$ cat config.mk
export PLATFORM = sky130hd
export DESIGN_NAME = bpe_ctrl
export DESIGN_NICKNAME = d
export VERILOG_FILES = /design/src/rtl/core/bpe_pkg.sv /design/src/rtl/core/bpe_ctrl.sv
export SDC_FILE = /design/constraint.sdc
export NUM_CORES = 1
export LEC_CHECK = 0
export ABC_AREA = 1
export BUFFER_PORTS_ARGS = -buffer_cell sky130_fd_sc_hd__buf_4
export CAP_MARGIN = 10
export CORE_UTILIZATION = 55
export DETAILED_ROUTE_END_ITERATION = 6
export GPL_ROUTABILITY_DRIVEN = 0
export HOLD_SLACK_MARGIN = 0.1
export PLACE_DENSITY = 0.95
export SLEW_MARGIN = 20
export SYNTH_ARGS = -nofsm -noshare
export SYNTH_HDL_FRONTEND = slang
export SYNTH_SLANG_ARGS = --single-unit
$ cat constraint.sdc
create_clock -name clk_i -period 2.4 [get_ports clk_i]
set_input_delay 0 -clock clk_i [delete_from_list [all_inputs] [get_ports clk_i]]
set_output_delay 0 -clock clk_i [all_outputs]
set_load 0.02 [all_outputs]
$ cat src/rtl/core/bpe_pkg.sv
// Shared types, constants and helpers of the byte-pair token encoder.
package bpe_pkg;

  localparam int unsigned MAX_RULES    = 4096;
  localparam int unsigned MAX_WORD_LEN = 32;

  localparam int unsigned TOK_W       = 12;
  localparam int unsigned CFG_W       = 13;
  localparam int unsigned OP_W        = 3;
  localparam int unsigned BYTE_W      = 8;
  localparam int unsigned RULE_ADDR_W = $clog2(MAX_RULES);
  localparam int unsigned RCNT_W      = $clog2(MAX_RULES + 1);
  localparam int unsigned IDX_W       = $clog2(MAX_WORD_LEN);
  localparam int unsigned LEN_W       = $clog2(MAX_WORD_LEN + 1);
  localparam int unsigned RULE_W      = 3 * TOK_W;

  localparam int unsigned IN_TDATA_W  = 72;
  localparam int unsigned OUT_TDATA_W = 16;

  // Operation codes
  localparam logic [OP_W-1:0] OP_MAP_LOAD  = 3'd0;
  localparam logic [OP_W-1:0] OP_RULE_LOAD = 3'd1;
  localparam logic [OP_W-1:0] OP_START     = 3'd2;
  localparam logic [OP_W-1:0] OP_TEXT      = 3'd3;
  localparam logic [OP_W-1:0] OP_END       = 3'd4;

  // Fixed tokens
  localparam logic [TOK_W-1:0] TOK_END     = 12'd1;
  localparam logic [TOK_W-1:0] TOK_BEGIN   = 12'd2;
  localparam logic [TOK_W-1:0] TOK_UNKNOWN = 12'd3;

  typedef struct packed {
    logic [TOK_W-1:0]  merged_id;
    logic [TOK_W-1:0]  right_id;
    logic [TOK_W-1:0]  left_id;
    logic [TOK_W-1:0]  rule_index;
    logic [TOK_W-1:0]  token_id;
    logic              byte_known;
    logic [BYTE_W-1:0] byte_value;
  } item_t;

  typedef struct packed {
    logic [TOK_W-1:0] merged_id;
    logic [TOK_W-1:0] right_id;
    logic [TOK_W-1:0] left_id;
  } rule_t;

  // Controller to datapath
  typedef struct packed {
    logic                   map_wr;
    logic                   rule_wr;
    logic                   byte_capture;
    logic                   len_clear;
    logic                   append;
    logic                   rule_rd;
    logic [RULE_ADDR_W-1:0] rule_addr;
    logic                   rule_latch;
    logic                   merge_init;
    logic                   merge_step;
    logic                   merge_commit;
    logic                   emit_word;
    logic                   emit_const;
    logic [TOK_W-1:0]       const_tok;
    logic                   out_last;
    logic                   out_ovf;
  } cmd_t;

  // Datapath to controller
  typedef struct packed {
    logic len_zero;
    logic len_one;
    logic len_full;
    logic class_change;
    logic pair_found;
    logic merge_done;
    logic out_free;
  } sts_t;

  function automatic logic is_space(input logic [BYTE_W-1:0] b);
    is_space = (b == 8'h20) || (b == 8'h09) || (b == 8'h0A) ||
               (b == 8'h0D) || (b == 8'h0C) || (b == 8'h0B);
  endfunction

endpackage

$ cat src/rtl/core/bpe_ctrl.sv
// Controller: sequences item handling, rule search, merge passes and emission.
module bpe_ctrl (
  input  logic                        clk_i,
  input  logic                        rst_ni,
  input  logic                        in_valid_i,
  output logic                        in_ready_o,
  input  logic [bpe_pkg::OP_W-1:0]    op_i,
  input  logic [bpe_pkg::CFG_W-1:0]   rule_count_i,
  input  bpe_pkg::sts_t               sts_i,
  output bpe_pkg::cmd_t               cmd_o
);

  localparam logic [2:0] ST_IDLE   = 3'd0;
  localparam logic [2:0] ST_BYTE   = 3'd1;
  localparam logic [2:0] ST_RADDR  = 3'd2;
  localparam logic [2:0] ST_RCMP   = 3'd3;
  localparam logic [2:0] ST_MERGE  = 3'd4;
  localparam logic [2:0] ST_EMIT   = 3'd5;
  localparam logic [2:0] ST_END    = 3'd6;
  localparam logic [2:0] ST_BEGIN  = 3'd7;

  logic [2:0]                  state_q, state_d;
  logic [bpe_pkg::RCNT_W-1:0]  r_q, r_d;
  logic                        after_byte_q, after_byte_d;
  logic                        ovf_q, ovf_d;
  logic                        accept;
  logic                        rules_done;

  assign in_ready_o = (state_q == ST_IDLE);
  assign accept     = in_valid_i && in_ready_o;
  assign rules_done = (32'(r_q) >= 32'(rule_count_i)) || (32'(r_q) >= bpe_pkg::MAX_RULES);

  always_comb begin
    state_d      = state_q;
    r_d          = r_q;
    after_byte_d = after_byte_q;
    ovf_d        = ovf_q;
    cmd_o        = '0;
    cmd_o.rule_addr = r_q[bpe_pkg::RULE_ADDR_W-1:0];
    cmd_o.out_ovf   = ovf_q;
    case (state_q)
      ST_IDLE: begin
        if (accept) begin
          case (op_i)
            bpe_pkg::OP_MAP_LOAD:  cmd_o.map_wr = 1'b1;
            bpe_pkg::OP_RULE_LOAD: cmd_o.rule_wr = 1'b1;
            bpe_pkg::OP_START: begin
              cmd_o.len_clear = 1'b1;
              state_d = ST_BEGIN;
            end
            bpe_pkg::OP_TEXT: begin
              cmd_o.byte_capture = 1'b1;
              state_d = ST_BYTE;
            end
            bpe_pkg::OP_END: begin
              after_byte_d = 1'b0;
              ovf_d        = 1'b0;
              r_d          = '0;
              state_d      = sts_i.len_zero ? ST_END : ST_RADDR;
            end
            default: ;
          endcase
        end
      end
      ST_BYTE: begin
        after_byte_d = 1'b1;
        r_d          = '0;
        if (!sts_i.len_zero && sts_i.class_change) begin
          ovf_d   = 1'b0;
          state_d = ST_RADDR;
        end else if (sts_i.len_full) begin
          ovf_d   = 1'b1;
          state_d = ST_RADDR;
        end else begin
          cmd_o.append = 1'b1;
          state_d      = ST_IDLE;
        end
      end
      ST_RADDR: begin
        if (sts_i.len_zero || sts_i.len_one || rules_done) begin
          state_d = ST_EMIT;
        end else begin
          cmd_o.rule_rd = 1'b1;
          state_d       = ST_RCMP;
        end
      end
      ST_RCMP: begin
        cmd_o.rule_latch = 1'b1;
        if (sts_i.pair_found) begin
          cmd_o.merge_init = 1'b1;
          state_d          = ST_MERGE;
        end else begin
          r_d     = r_q + bpe_pkg::RCNT_W'(1);
          state_d = ST_RADDR;
        end
      end
      ST_MERGE: begin
        if (sts_i.merge_done) begin
          cmd_o.merge_commit = 1'b1;
          r_d                = '0;
          state_d            = ST_RADDR;
        end else begin
          cmd_o.merge_step = 1'b1;
        end
      end
      ST_EMIT: begin
        if (sts_i.len_zero) begin
          if (after_byte_q) begin
            cmd_o.append = 1'b1;
            state_d      = ST_IDLE;
          end else begin
            state_d = ST_END;
          end
        end else begin
          cmd_o.emit_word = 1'b1;
          cmd_o.out_last  = after_byte_q && sts_i.len_one;
        end
      end
      ST_END, ST_BEGIN: begin
        cmd_o.emit_const = 1'b1;
        cmd_o.const_tok  = (state_q == ST_END) ? bpe_pkg::TOK_END : bpe_pkg::TOK_BEGIN;
        cmd_o.out_last   = 1'b1;
        cmd_o.out_ovf    = 1'b0;
        if (sts_i.out_free) begin
          state_d = ST_IDLE;
        end
      end
      default: state_d = ST_IDLE;
    endcase
  end

  always_ff @(posedge clk_i or negedge rst_ni) begin
    if (!rst_ni) begin
      state_q      <= ST_IDLE;
      r_q          <= '0;
      after_byte_q <= 1'b0;
      ovf_q        <= 1'b0;
    end else begin
      state_q      <= state_d;
      r_q          <= r_d;
      after_byte_q <= after_byte_d;
      ovf_q        <= ovf_d;
    end
  end

endmodule

==> impl_metrics.prom <==
# TYPE chip_impl_metric gauge
chip_impl_info{name="result_of_the_run",value="finished clean"} 1
chip_impl_info{name="path_common_cell",value="sky130_fd_sc_hd__nand2_1"} 1
chip_impl_metric{name="post_route_cells_drive_above_1_share",unit="%"} 25.38
chip_impl_metric{name="antenna_found_initial",unit=""} 0
chip_impl_metric{name="setup_buffers_after_cts",unit=""} 0
chip_impl_metric{name="global_route.usage.total",unit="%"} 25.41
chip_impl_metric{name="tightest_slew",unit="ps"} 842.7
chip_impl_metric{name="fmaxAchievable",unit="MHz"} 480.8
chip_impl_metric{name="nFillCells",unit=""} 249
chip_impl_metric{name="relSlewSlack",unit="%"} 43.64
chip_impl_metric{name="cts_max_path_buffers",unit=""} 2
chip_impl_metric{name="initial_utilization",unit="%"} 59.60
chip_impl_info{name="cp-end-kind",value="output port"} 1
chip_impl_metric{name="ys_seq_area_share",unit="%"} 24.16
chip_impl_metric{name="cts_htree_levels",unit=""} 1
chip_impl_metric{name="number_of_global_route_vias_before_repair",unit=""} 1639
chip_impl_metric{name="drt_first_iter_violations",unit=""} 81
chip_impl_metric{name="detailed_place.area",unit="um2"} 2182
chip_impl_metric{name="routed_wirelength",unit="um"} 4339
chip_impl_metric{name="timing.final.max_slew_violations",unit=""} 0
chip_impl_metric{name="postRouteAntennaNets",unit=""} 0
chip_impl_metric{name="setup_viol",unit=""} 0
chip_impl_metric{name="worstPathArrival",unit="ps"} 2080
chip_impl_metric{name="post-route-drc-count",unit=""} 0
chip_impl_info{name="cts_tree",value="yes"} 1
chip_impl_metric{name="dieArea",unit="um2"} 3626
chip_impl_metric{name="worst_path_max_fanout",unit=""} 5
chip_impl_metric{name="vias",unit=""} 1855
chip_impl_metric{name="dp.final_hpwl",unit="um"} 3410
chip_impl_metric{name="area_growth",unit="%"} 23.29
chip_impl_metric{name="critical-path-max-stage-delay",unit="ps"} 460
chip_impl_metric{name="route.detailed.wl_per_inst",unit="um"} 11.70
chip_impl_metric{name="final_hold_viol_count",unit=""} 0
chip_impl_metric{name="switch_pwr",unit="mW"} 0.8905
chip_impl_info{name="clk_root_buffer_cell",value="sky130_fd_sc_hd__clkbuf_4"} 1
chip_impl_metric{name="tritoncts_num_sinks",unit=""} 18
chip_impl_metric{name="coreArea",unit="um2"} 3128
chip_impl_metric{name="fin_worst_skew",unit="ps"} 1.987
chip_impl_metric{name="ir_worst_vdd",unit="mV"} 0.7123
chip_impl_metric{name="antenna_cells",unit=""} 0
chip_impl_metric{name="ys_types",unit=""} 35
chip_impl_metric{name="max-cap-violations",unit=""} 0
chip_impl_info{name="critical-path-top-delay-family",value="simple AND/OR/NAND/NOR gates"} 1
chip_impl_metric{name="share_seq_of_total_power",unit="%"} 25.4
chip_impl_info{name="yosys.area.top_type",value="sky130_fd_sc_hd__dfrtp_1"} 1
chip_impl_metric{name="synth-seq-cells",unit=""} 18
chip_impl_metric{name="io_buffers",unit=""} 54
chip_impl_metric{name="final_nets",unit=""} 368
chip_impl_metric{name="dr.pass1.iters",unit=""} 4
chip_impl_metric{name="grt_max_degree",unit=""} 19
chip_impl_metric{name="internal_power",unit="mW"} 0.8289
chip_impl_metric{name="sw_ratio",unit="%"} 51.79
chip_impl_metric{name="syn_area",unit="um2"} 1864
chip_impl_metric{name="grt_pass1_wl",unit="um"} 6865
chip_impl_metric{name="die_w",unit="um"} 60.22
chip_impl_metric{name="cts_inserted_buffers",unit=""} 3
chip_impl_info{name="criticalPathCategory",value="reg2out"} 1
chip_impl_metric{name="finalCritPeriodShare",unit="%"} 86.66
chip_impl_metric{name="globalRouteOverflowTotal",unit=""} 0
chip_impl_metric{name="cts.reportedPaths.clkPinSlew",unit="ps"} 110
chip_impl_info{name="worst_min_path_class",value="in2reg"} 1
chip_impl_metric{name="synth_cells",unit=""} 275
chip_impl_metric{name="ys_warn_count",unit=""} 0
chip_impl_metric{name="ioPinCount",unit=""} 65
chip_impl_info{name="worstSetupStartpointType",value="register"} 1
chip_impl_metric{name="worst-endpoint-required",unit="ps"} 2400
chip_impl_info{name="synthTopCellsByArea",value="sky130_fd_sc_hd__dfrtp_1 (24%), sky130_fd_sc_hd__nand2_1 (10%), sky130_fd_sc_hd__inv_1 (9.5%), sky130_fd_sc_hd__ha_1 (9.4%), sky130_fd_sc_hd__buf_4 (8.9%)"} 1
chip_impl_metric{name="yosys.area.top_type_share",unit="%"} 24.16
chip_impl_metric{name="finalInstanceArea",unit="um2"} 2298
chip_impl_metric{name="pwr-share-clk",unit="%"} 11.8
chip_impl_metric{name="cellPowerDensity",unit="nW/um2"} 748.0
chip_impl_metric{name="combinationalPowerShare",unit="%"} 62.8
chip_impl_metric{name="hold_ws",unit="ps"} 190.4
chip_impl_metric{name="shortest_period_the_worst_path_allows",unit="ps"} 2080
chip_impl_info{name="timing.critical_path.cells",value="inv_1 > ha_1 > inv_1 > nand2_1 > nand3_1 > nand3_1 > nand2_1 > nand2_1 > nand2_1 > nand3_1 > inv_1 > buf_4"} 1
chip_impl_metric{name="die_y",unit="um"} 60.22
chip_impl_metric{name="floorplan.rows",unit=""} 20
chip_impl_metric{name="syn-mean-instance-area",unit="um2"} 6.779
chip_impl_metric{name="worstSkewPairLatency",unit="ps"} 320
chip_impl_metric{name="cellLeakagePower",unit="nW"} 1.279
chip_impl_metric{name="path_buf_inv",unit=""} 4
chip_impl_metric{name="total_negative_slack_for_setup_checks",unit="ps"} 0
chip_impl_metric{name="drt-vias-per-instance",unit=""} 5.000
chip_impl_info{name="rsz0062_at_grt",value="false"} 1
chip_impl_info{name="timing.critical_path.slowest_stage_cell",value="sky130_fd_sc_hd__dfrtp_1"} 1
registers in the layout (all words and copies together), names as in the netlist:
register	count
ovf_q	1
r_q	13
state_q	3
after_byte_q	1
synth_stat cells:
cell and count:
sky130_fd_sc_hd__nor3_1 9, sky130_fd_sc_hd__a21o_1 1, sky130_fd_sc_hd__nand2_1 50, sky130_fd_sc_hd__nor3_4 1, sky130_fd_sc_hd__o21a_1 1, sky130_fd_sc_hd__a21oi_1 7, sky130_fd_sc_hd__o21ai_0 15, sky130_fd_sc_hd__inv_1 47
sky130_fd_sc_hd__nor2_4 1, sky130_fd_sc_hd__nor2_1 28, sky130_fd_sc_hd__inv_2 3, sky130_fd_sc_hd__nor4_1 2, sky130_fd_sc_hd__buf_4 22, sky130_fd_sc_hd__conb_1 1, sky130_fd_sc_hd__o21ai_1 1, sky130_fd_sc_hd__nand3_4 1
sky130_fd_sc_hd__clkinv_1 1, sky130_fd_sc_hd__nand3_2 2, sky130_fd_sc_hd__o31ai_1 3, sky130_fd_sc_hd__ha_1 14, sky130_fd_sc_hd__clkinv_2 1, sky130_fd_sc_hd__a31o_2 1, sky130_fd_sc_hd__nand3_1 18, sky130_fd_sc_hd__o31ai_2 1
sky130_fd_sc_hd__nand2_4 2, sky130_fd_sc_hd__dfrtp_1 18, sky130_fd_sc_hd__buf_6 1, sky130_fd_sc_hd__nor3_2 1, sky130_fd_sc_hd__nand2_2 4, sky130_fd_sc_hd__xor2_1 4, sky130_fd_sc_hd__nand4_1 7, sky130_fd_sc_hd__a21oi_2 1
sky130_fd_sc_hd__inv_4 2, sky130_fd_sc_hd__or2_2 2, sky130_fd_sc_hd__nor2_2 2
through the flow:
step / instances / worst slack (ps) / utilization (%) / total power [mW]
final: 371 / 320.0 / 73.48 / 1.719
after detailed placement: 359 / 595.4 / 69.76 / 1.482
after floorplan: 284 / 825.1 / - / 1.226
after global routing: 371 / 146.1 / 73.48 / 1.849
after CTS: 371 / 313.0 / 73.48 / 1.713
after global placement: 359 / 609.4 / 69.76 / 1.458
power groups by stage:
stage | clock network (mW) | registers (mW) | logic (mW)
floorplan | 0 | 0.423 | 0.804
detailed placement | 0 | 0.439 | 1.04
global route | 0.219 | 0.445 | 1.19
finish | 0.203 | 0.437 | 1.08
global placement | 0 | 0.435 | 1.02
CTS | 0.205 | 0.434 | 1.07
worst paths after layout:
kind | from | to | slack, ps | cells after the start
worst max-delay path | r_q[0] | cmd_o[32] | 320 | 12
worst min-delay path | op_i[1] | state_q[0] | 190 | 5
worst max register to register | state_q[1] | ovf_q | 340 | 6
worst min register to register | after_byte_q | after_byte_q | 550 | 1
max in group asynchronous | rst_ni | r_q[4] | 1020 | 3
min in group asynchronous | rst_ni | r_q[5] | 870 | 3
cell families after synthesis:
| kind of cell | count (synthesis) | share of synthesized area, % |
|---|---|---|
| AO/OA/AOI/OAI | 31 | 9.798 |
| XOR/XNOR | 4 | 1.879 |
| adder cells (fa/ha/maj) | 14 | 9.396 |
| buffers and inverters | 77 | 20.67 |
| flip-flops | 18 | 24.16 |
| other | 1 | 0.2011 |
| AND/OR/NAND/NOR | 130 | 33.89 |
per-layer routing:
layer | track usage [%] | routed length, um | share of wire (%)
met1 | 30.54 | 1868 | 43
met2 | 43.96 | 2133 | 49
met3 | 5.628 | 263 | 6.1
met4 | 8.970 | 74 | 1.7
met5 | 0 | 0 | 0
worst register-to-register path: cells and delay by family (launching register included):
family / cells / cell delay, ps
AO/OA/AOI/OAI: 2 / 340
buffers and inverters: 1 / 550
AND/OR/NAND/NOR: 3 / 620
flip-flops: 1 / 500
cell type report:
class	count	area (um2)	share of cell area [%]
clock buffers	4	36.28	1.579
inverters	54	209.0	9.091
multi-input cells	189	1062	46.22
flip-flops and latches	18	450.4	19.60
well taps	44	55.05	2.395
repair buffers	62	485.5	21.12
layout by cell type (no fill, tap or decap):
cell type	synthesis	final
sky130_fd_sc_hd__nor4_1	2	2
sky130_fd_sc_hd__o31ai_2	1	1
sky130_fd_sc_hd__a21o_1	1	1
sky130_fd_sc_hd__o21ai_1	1	1
sky130_fd_sc_hd__o31ai_1	3	3
sky130_fd_sc_hd__conb_1	1	10
sky130_fd_sc_hd__nor3_2	1	1
sky130_fd_sc_hd__ha_1	14	14
sky130_fd_sc_hd__or2_2	2	2
sky130_fd_sc_hd__a31o_2	1	1
sky130_fd_sc_hd__buf_4	22	54
sky130_fd_sc_hd__nand4_1	7	7
sky130_fd_sc_hd__dlygate4sd3_1	0	8
sky130_fd_sc_hd__a21oi_1	7	7
sky130_fd_sc_hd__nand3_1	18	18
sky130_fd_sc_hd__clkbuf_4	0	3
sky130_fd_sc_hd__nand3_4	1	1
sky130_fd_sc_hd__clkbuf_8	0	1
sky130_fd_sc_hd__nor3_1	9	9
sky130_fd_sc_hd__nor2_1	28	28
sky130_fd_sc_hd__nand3_2	2	2
sky130_fd_sc_hd__o21ai_0	15	15
sky130_fd_sc_hd__inv_2	3	3
sky130_fd_sc_hd__dfrtp_1	18	18
sky130_fd_sc_hd__nand2_1	50	50
sky130_fd_sc_hd__o21a_1	1	1
sky130_fd_sc_hd__nand2_4	2	2
sky130_fd_sc_hd__nand2_2	4	4
sky130_fd_sc_hd__a21oi_2	1	1
sky130_fd_sc_hd__clkinv_2	1	1
sky130_fd_sc_hd__clkinv_1	1	1
sky130_fd_sc_hd__inv_4	2	2
sky130_fd_sc_hd__nor2_4	1	1
sky130_fd_sc_hd__nor2_2	2	2
sky130_fd_sc_hd__nor3_4	1	1
sky130_fd_sc_hd__inv_1	47	47
sky130_fd_sc_hd__xor2_1	4	4
what timing repair did:
item                      4_1_cts  5_1_grt
resized for setup               0        0
hold endpoints to repair       23        0
hold buffers                    8        0
Note: power is estimated with default switching activity, not from simulation.
